$ cat src/rtl/dsht_ram.sv
module dsht_ram #(
    parameter int WIDTH = 8,
    parameter int DEPTH = 256
) (
    input  logic                     clk,
    input  logic                     wr_en,
    input  logic [$clog2(DEPTH)-1:0] wr_addr,
    input  logic [WIDTH-1:0]         wr_data,
    input  logic                     rd_en,
    input  logic [$clog2(DEPTH)-1:0] rd_addr,
    output logic [WIDTH-1:0]         rd_data
);

    logic [WIDTH-1:0] mem [DEPTH];
    logic [WIDTH-1:0] rd_data_reg;

    always_ff @(posedge clk)
    begin
        if (wr_en)
        begin
            mem[wr_addr] <= wr_data;
        end
    end

    always_ff @(posedge clk)
    begin
        if (rd_en)
        begin
            rd_data_reg <= mem[rd_addr];
        end
    end

    assign rd_data = rd_data_reg;

endmodule

$ cat config.mk
export PLATFORM = sky130hd
export DESIGN_NAME = dsht_ram
export DESIGN_NICKNAME = d
export VERILOG_FILES = /design/src/rtl/dsht_ram.sv
export SDC_FILE = /design/constraint.sdc
export NUM_CORES = 2
export LEC_CHECK = 0
export BUFFER_PORTS_ARGS = -buffer_cell sky130_fd_sc_hd__buf_2
export CAP_MARGIN = 0
export CORE_UTILIZATION = 30
export CTS_CLUSTER_SIZE = 10
export DETAILED_ROUTE_END_ITERATION = 8
export MAX_ROUTING_LAYER = met4
export PLACE_DENSITY_LB_ADDON = 0.12
export SLEW_MARGIN = 0
export SYNTH_ARGS = -nofsm -noshare
export SYNTH_HDL_FRONTEND = slang
export SYNTH_SLANG_ARGS = --single-unit
$ cat constraint.sdc
create_clock -name clk -period 2.45 [get_ports clk]
set_input_delay 0.1225 -clock clk [delete_from_list [all_inputs] [get_ports clk]]
set_output_delay 0.1225 -clock clk [all_outputs]
set_load 0.01 [all_outputs]
==> run_results.csv <==
group,metric,value,unit
floorplan,die_w,517,um
timing,slew_headroom,32.4,%
routing,ant_nets,0,
timing,hold_viol_final,0,
synth,synth_edf_count,2056,
clock_network,path_clk_slew,0.06,ns
timing,fin_hold_ws,0.0704,ns
synth,avgSynthCellArea,21.3,sq um
global_route,grt_pass1_wl,333000,um
critical_path,path_max_fanout,1,
placement,place_congestion,0.798,
routing,route.detailed.drc,0,
global_route,grt_usage,18.2,%
floorplan,dieArea,268000,sq um
timing,finalSetupTns,0,ns
timing,setup_violations,0,
timing,fin_crit,2.41,ns
layout,drive_gt1_share,34.3,%
synth,synthFlopType,"edfxtp_1",
synth,synth_warnings,0,
clock_network,cts-root-buf,"clkbuf_16",
run_status,status,"finished clean",
global_route,grt_max_degree,155,
routing,wl_per_cell,28.9,um
layout,largest_reg_flops,2048,
timing,layout_setup_ws,0.0407,ns
routing,dr.pass1.iters,8,
layout,fin_nets,4579,
timing,rsz0062_at_grt,"true",
routing,vias,40409,
critical_path,worstPathRequired,3.04,ns
layout,area_growth,21.7,%
synth,synth_top_area_share,77.5,%
floorplan,core_area,263000,sq um
power,leakage,31.1,nW
timing,fin_skew,0.0413,ns
placement,pre_cts_ws,-1.07,ns
synth,synth_cell_types,54,
synth,ys_seq_area_share,77.5,%
floorplan,ios,35,
placement,dpl-instance-area,90100,sq um
clock_network,cts_max_level,4,
routing,drt_iter0_drc,3494,
critical_path,crit_type,"flip-flop to flip-flop",
layout,fill_cells,24170,
timing,tightest_slew,1.01,ns
clock_network,cts_sinks,2056,
clock_network,clk_latency,0.86,ns
global_route,overflow,0,
clock_network,clk_path_buf_depth,3,
synth,syn_area,79600,sq um
power,p_total,74.2,mW
layout,final_area,96900,sq um
synth,synth_area_leaders,"edfxtp_1 78%, mux4_2 13%, mux2i_1 1.7%",
timing,fmax,415,MHz
synth,synth_top_cell_by_area,"edfxtp_1",
global_route,grt_pass1_vias,42005,
floorplan,die_h,517,um
routing,totalWireLength,236000,um
synth,syn_inst,3733,
flow_run,cap_violations,0,
placement,post-place-cells,7821,
floorplan,rows,188,
timing,slew_violations,0,
critical_path,cp-start-kind,"flip-flop",
placement,portBuffers,34,
placement,dp_hpwl,154000,um
synth,synth_nets,3760,
clock_network,cts_buffers,233,
min_path,hold_class,"primary input to flip-flop",
floorplan,floorplan.initialDensity,30.3,%
critical_path,arrival,3.00,ns
critical_path,worstSetupEndpointType,"flip-flop",
power,max-vdd-ir-drop,0.749,mV
timing,period_share,98.3,%
clock_network,post_cts.repair.setup_buffers,0,
routing,viasPerCell,4.96,
power,pwr_density_cell,766,nW/um^2
clock_network,tritoncts,"done",
layout,finish.utilization,36.8,%
global_route,grt_antenna_before_repair,20,
synth,ys_ff_latch,2056,
layout,instances_no_fill,8149,
synth,async_reset_ff_share,0,%
==> worst paths after layout <==
| path | start | to | slack, ns | cells after the start |
|---|---|---|---|---|
| max | mem[131][4]$_DFFE_PP_ | rd_data[4]$_DFFE_PP_ | 0.04 | 6 |
| min | wr_addr[6] | mem[239][2]$_DFFE_PP_ | 0.07 | 4 |
| max reg2reg | mem[131][4]$_DFFE_PP_ | rd_data[4]$_DFFE_PP_ | 0.04 | 6 |
| min reg2reg | mem[32][5]$_DFFE_PP_ | rd_data[5]$_DFFE_PP_ | 1.18 | 7 |
==> placed cells by master, fill, tap and decap left out, types with 22 or more instances in the layout <==
cell	synthesis	layout
a21oi_1	96	94
a22oi_1	133	133
buf_12	8	103
buf_2	31	22
buf_4	27	671
clkbuf_1	111	45
clkbuf_16	0	236
edfxtp_1	2056	2056
mux2i_1	134	134
mux4_2	454	455
nand2_1	33	33
nand3_1	34	23
nor2_1	282	279
nor2b_1	31	28
o221ai_1	46	45
o22ai_1	28	28
==> critical path: stages (launching register included) <==
cell and delay (ns):
edfxtp_1 0.37, mux4_2 0.54, mux4_2 0.46, nor2_1 0.11, a2111oi_1 0.07, nor3_2 0.47, nor4_1 0.12
==> final cells by class <==
class                           count  area [sq um]  area share (%)
Tap cell                         3515          4400            4.54
Clock inverter                     32           362           0.373
Sequential cell                  2056         61700            63.7
Antenna cell                        4          10.0          0.0103
Inverter                            2          7.51         0.00775
Timing Repair Buffer              817          7470            7.71
Multi-Input combinational cell   1442         16800            17.4
Clock buffer                      281          6070            6.27
==> where the power goes <==
part / internal (mW) / leakage, nW / switching, mW
clock network: 17.5 / 3.13 / 13.4
logic: 1.78 / 9.44 / 2.66
registers: 38.8 / 18.5 / 0.0509
total: 58.1 / 31.1 / 16.1
==> timing repair <==
item	in CTS	in global routing
endpoints found under the hold margin	1648	0
endpoints found under the setup margin	8	8
resized for setup	30	21
pin swaps	6	12
hold buffers	11	0
==> synthesized netlist by cell type (2+ instances only) <==
master     number
buf_12          8
o21ai_0        10
nor4_1         24
a31oi_1         2
buf_4          27
a2111oi_0       2
buf_1          22
buf_6          21
a21oi_1        96
a22oi_1       133
o22ai_1        28
o22a_1          5
nand3b_1        2
a22o_1          8
buf_8          13
nor2_1        282
a211oi_1       16
a221oi_1       13
and3b_1         2
nand3_1        34
clkbuf_1      111
nand2b_1        8
mux2i_1       134
nor2b_1        31
nor3_1         22
a2111oi_1       2
and2_1          6
mux4_1          2
o221ai_1       46
edfxtp_1     2056
buf_2          31
mux4_2        454
nand2_1        33
nand4_1        10
nor4_2          3
o32ai_1         4
a311oi_1        2
o21ai_1         2
o211ai_1       10
or2_2           4
==> routing by layer <==
| layer | vias to the layer above | global-route usage [%] | wire length [um] |
|---|---|---|---|
| met5 | - | - | 0 |
| met4 | 0 | 4.17 | 5110 |
| met3 | 301 | 3.00 | 11200 |
| met2 | 1005 | 28.7 | 113000 |
| met1 | 21824 | 24.7 | 106000 |
| li1 | 17279 | - | - |
==> cells by family (layout without fill, tap and decap cells) <==
group	after synthesis	count (layout)	synth area share [%]
flops	2056	2056	77.5
other cells	0	4	0
buf+inv	235	1132	1.83
mux	591	591	14.6
compound gates	385	385	3.42
simple gates	466	466	2.63
No activity file was read; power rests on OpenSTA's default activity.
