--- config.mk ---
export PLATFORM = sky130hd
export DESIGN_NAME = dsht_match
export DESIGN_NICKNAME = d
export VERILOG_FILES = /design/src/rtl/dsht_pkg.sv /design/src/rtl/dsht_match.sv
export SDC_FILE = /design/constraint.sdc
export NUM_CORES = 1
export LEC_CHECK = 0
export ABC_AREA = 1
export BUFFER_PORTS_ARGS = -buffer_cell sky130_fd_sc_hd__buf_2
export CAP_MARGIN = 20
export CELL_PAD_IN_SITES_DETAIL_PLACEMENT = 1
export CELL_PAD_IN_SITES_GLOBAL_PLACEMENT = 2
export CORE_AREA = 2 2 347 349
export DETAILED_ROUTE_END_ITERATION = 16
export DIE_AREA = 0 0 349 351
export GPL_ROUTABILITY_DRIVEN = 1
export PLACE_DENSITY = 0.59
export SLEW_MARGIN = 0
export SYNTH_ARGS = -nofsm -noshare
export SYNTH_HDL_FRONTEND = slang
export SYNTH_SLANG_ARGS = --single-unit
--- constraint.sdc ---
create_clock -name vclk -period 3.9
set_input_delay 0.39 -clock vclk [all_inputs]
set_output_delay 0.39 -clock vclk [all_outputs]
set_load 0.1 [all_outputs]
--- src/rtl/dsht_pkg.sv ---
package dsht_pkg;

    localparam int WAYS     = 4;
    localparam int BUCKETS  = 65536;
    localparam int BUCKET_W = 16;
    localparam int KEY_W    = 64;
    localparam int SIZE_W   = 32;
    localparam int ID_W     = 16;
    localparam int FILL_W   = $clog2(WAYS + 1);

    localparam logic [BUCKET_W-1:0] HASH_MUL0 = BUCKET_W'(211);
    localparam logic [BUCKET_W-1:0] HASH_MUL1 = BUCKET_W'(37);

    typedef struct packed {
        logic [KEY_W-1:0]  key_high;
        logic [KEY_W-1:0]  key_low;
        logic [SIZE_W-1:0] file_size;
        logic [ID_W-1:0]   entry_id;
    } slot_t;

    // one memory row holds a whole bucket: fill count and its slots
    typedef struct packed {
        logic [FILL_W-1:0]      fill;
        slot_t [WAYS-1:0]       slots;
    } row_t;

    localparam int ROW_W  = $bits(row_t);

    typedef enum logic [1:0] {
        ST_CLEAN  = 2'd0,
        ST_MATCH  = 2'd1,
        ST_STORED = 2'd2,
        ST_FULL   = 2'd3
    } status_t;

    typedef enum logic [1:0] {
        S_CLEAR,
        S_IDLE,
        S_EVAL
    } state_t;

    localparam logic KIND_INSERT = 1'b0;
    localparam logic KIND_LOOKUP = 1'b1;

    // 211*b0 + 37*b1 + b2 over the top three digest bytes; max 63495
    function automatic logic [BUCKET_W-1:0] bucket_of(input logic [KEY_W-1:0] kh);
        logic [BUCKET_W-1:0] b0;
        logic [BUCKET_W-1:0] b1;
        logic [BUCKET_W-1:0] b2;
        b0 = {8'd0, kh[63:56]};
        b1 = {8'd0, kh[55:48]};
        b2 = {8'd0, kh[47:40]};
        return b0 * HASH_MUL0 + b1 * HASH_MUL1 + b2;
    endfunction

endpackage

--- src/rtl/dsht_match.sv ---
module dsht_match
    import dsht_pkg::*;
(
    input  row_t              row,
    input  logic [KEY_W-1:0]  key_high,
    input  logic [KEY_W-1:0]  key_low,
    input  logic [SIZE_W-1:0] file_size,
    output logic              hit,
    output logic [ID_W-1:0]   hit_id
);

    // later ways are newer, so the last match below the fill count wins
    always_comb
    begin
        hit    = 1'b0;
        hit_id = '0;
        for (int w = 0; w < WAYS; w++)
        begin
            if (FILL_W'(w) < row.fill &&
                row.slots[w].key_high == key_high &&
                row.slots[w].key_low == key_low &&
                row.slots[w].file_size == file_size)
            begin
                hit    = 1'b1;
                hit_id = row.slots[w].entry_id;
            end
        end
    end

endmodule

==> out/summary.txt <==
Slowest stage delay, CP: 0.54 ns
Cell Int Power: 0.747 mW
Max-Slew Margin vs Limit: 0.442
CP bufs+invs: 6
Most common cell in the netlist: nand2_1
Critical-path cell list: buf_2 -> inv_2 -> o21ai_0 -> nor2_1 -> nand2_1 -> nor2_1 -> nand3_1 -> nor2_1 -> buf_4 -> nand2_1 -> nor2_4 -> buf_12 -> buf_4 -> nor2_1 -> nand2_1 -> a21oi_2 -> buf_12
Max Cap Viol: 0
Ports: 884
Post-DRT Antenna Nets: 0
Total grt overflow: 0
Startpoint types: input port
Sw Pwr: 1.43 mW
Setup ws final: 0.349 ns
DR WL/cell: 31.7 um
Area fraction of the dominant cell type after synthesis: 0.317
Synthesized area: 11100 sq um
Die ar.: 122000 sq um
Crit path required time: 3.51 ns
RSZ-0062 raised after global routing: false
Transition time at the pin with the least slew margin: 0.829 ns
Iteration-0 DRC count of the detailed router: 991
Synth cell types: 34
Setup repair bufs after CTS: 0
Sequential share of power: 0
Hold Path Sink: hit_id[9]
FFs & Latches: 0
Post-synth top cells: nand2_1, inv_1, nor2_1, xnor2_1, xor2_1
Setup Crit Path Kind: input port to output port
Core region area: 119000 sq um
Post-route cell area: 18200 sq um
Synth top area cells: nand2_1, inv_1, xnor2_1
Minimum hold slack: 1.22 ns
Status: finished, final reports clean
Vias in the first global route: 18830
Peak supply drop: 0.0505 mV
Clock share of power: 0
Register area share after synthesis: 0
Area of the multi-input gates: 9140 sq um
Yosys top cell by area: nand2_1
Sw frac: 0.657
# DRC: 0
Vias: 18538
Die width: 349 um
Layout Nets: 4152
Worst Hold Launch: row[537]
Critical path fanouts, max: 15
Worst EP arrival: 3.16 ns
DP Wirelength: 146 mm
Hold_buf cts: 0
Layout cells sized above 1: 0.331
Syn Inst Count: 2370
Hold Crit Class: input port to output port
Mean Syn Cell Area: 4.68 sq um
Area growth syn-to-layout: 63.7%
Die Ht: 351 um
Setup violators final: 0
Yosys warning total: 0
Fin crit period: 3.55 ns
Slew Limit Fails: 0
P_leak: 10.3 nW
Final GP Congestion: 0.903
Combinational Power Share: 1.000
Period utilization: 0.910
FP Rows: 127
Post-DP Area: 18100 sq um
Post-CTS Resized: 0
Placement Setup Slack: 0.263 ns
Cell family with most CP delay: simple AND/OR/NAND/NOR gates
WHS Path Cells: 4
Clock buffer count: 0
Initial antenna violation count: 140
PwrDens: 120 nW/um^2
CP max-delay cell: o21ai_0
Power Total: 2.18 mW
Routed WL: 154 mm
CP endpoint kind: output port
Synthesized Nets: 3237
CP most frequent cell: nor2_1
Port Buffers: 884
GR Util All Layers: 0.242
Via/cell ratio: 3.81
First-pass GRT wire length: 190 mm
Footprint of the flip-flops and latches: 0 sq um
Initial core utilization: 0.0932
Router iterations before antenna repair: 5
Fmax: 282 MHz
Largest net degree at the start of global routing: 34
Fill count: 15388
Final Hold Viols: 0
power by group through the flow:
stage               combinational, mW  sequential (mW)    clock, mW
floorplan                       0.748                0            0
global placement                 2.22                0            0
detailed placement               2.23                0            0
CTS                              2.24                0            0
global route                     2.37                0  0.000000414
finish                           2.18                0  0.000000909
logic make-up (layout without fill, tap and decap cells):
kind of cell              count (synthesis)  after routing  share of synthesized area
and+or+nand+nor                        1411           1411                      0.510
xor gates and xnor gates                288            288                      0.227
AOI/OAI and AO/OA                       169            169                     0.0855
buffers and inverters                   502           1415                      0.177
other                                     0             34                          0
cells in the final DEF (no fill, tap or decap), drive strengths merged, types with 3 or more instances in the layout:
| cell | Yosys | final |
|---|---|---|
| nand2 | 938 | 938 |
| o22ai | 25 | 25 |
| a21oi | 19 | 19 |
| nor2 | 320 | 320 |
| nand3 | 49 | 49 |
| o21ai | 118 | 118 |
| nand4 | 40 | 40 |
| xnor2 | 144 | 144 |
| buf | 33 | 946 |
| nand3b | 3 | 3 |
| or2 | 28 | 28 |
| inv | 455 | 455 |
| xor2 | 144 | 144 |
| clkinv | 14 | 14 |
| nor3 | 32 | 32 |
| diode | 0 | 34 |
worst max-delay path by stage:
stage | startpoint | to | slack [ns] | depth (start not counted)
2_1_floorplan | key_high[58] | hit_id[15] | 0.53 | 16
3_3_place_gp | key_high[28] | hit_id[15] | -0.13 | 15
3_5_place_dp | key_low[23] | hit_id[9] | 0.26 | 17
4_1_cts | key_low[23] | hit_id[9] | 0.23 | 17
5_1_grt | key_low[23] | hit_id[9] | 0.07 | 17
6_report | key_low[23] | hit_id[9] | 0.35 | 17
routing by layer:
layer,vias to the layer above,part of all wire,GRT usage,routed length [um]
met3,248,0.079,0.0688,12300
li1,8877,-,-,-
met2,831,0.48,0.420,73600
met1,8484,0.42,0.295,64200
met5,-,0.0039,0,596
met4,98,0.025,0.0492,3850
stage by stage:
step | setup TNS, ns | instances | utilization
2_1_floorplan | 0 | 2370 | -
3_3_place_gp | -0.554 | 4830 | 0.152
3_5_place_dp | 0 | 4831 | 0.152
4_1_cts | 0 | 4831 | 0.152
5_1_grt | 0 | 4843 | 0.152
6_report | 0 | 4865 | 0.153
layout make-up:
class / count / share of cell area
Antenna cell: 34 / 0.00468
Inverter: 469 / 0.0969
Multi-Input combinational cell: 1868 / 0.503
Tap cell: 1548 / 0.107
Timing Repair Buffer: 946 / 0.289
Note: power is estimated with default switching activity, not from simulation.
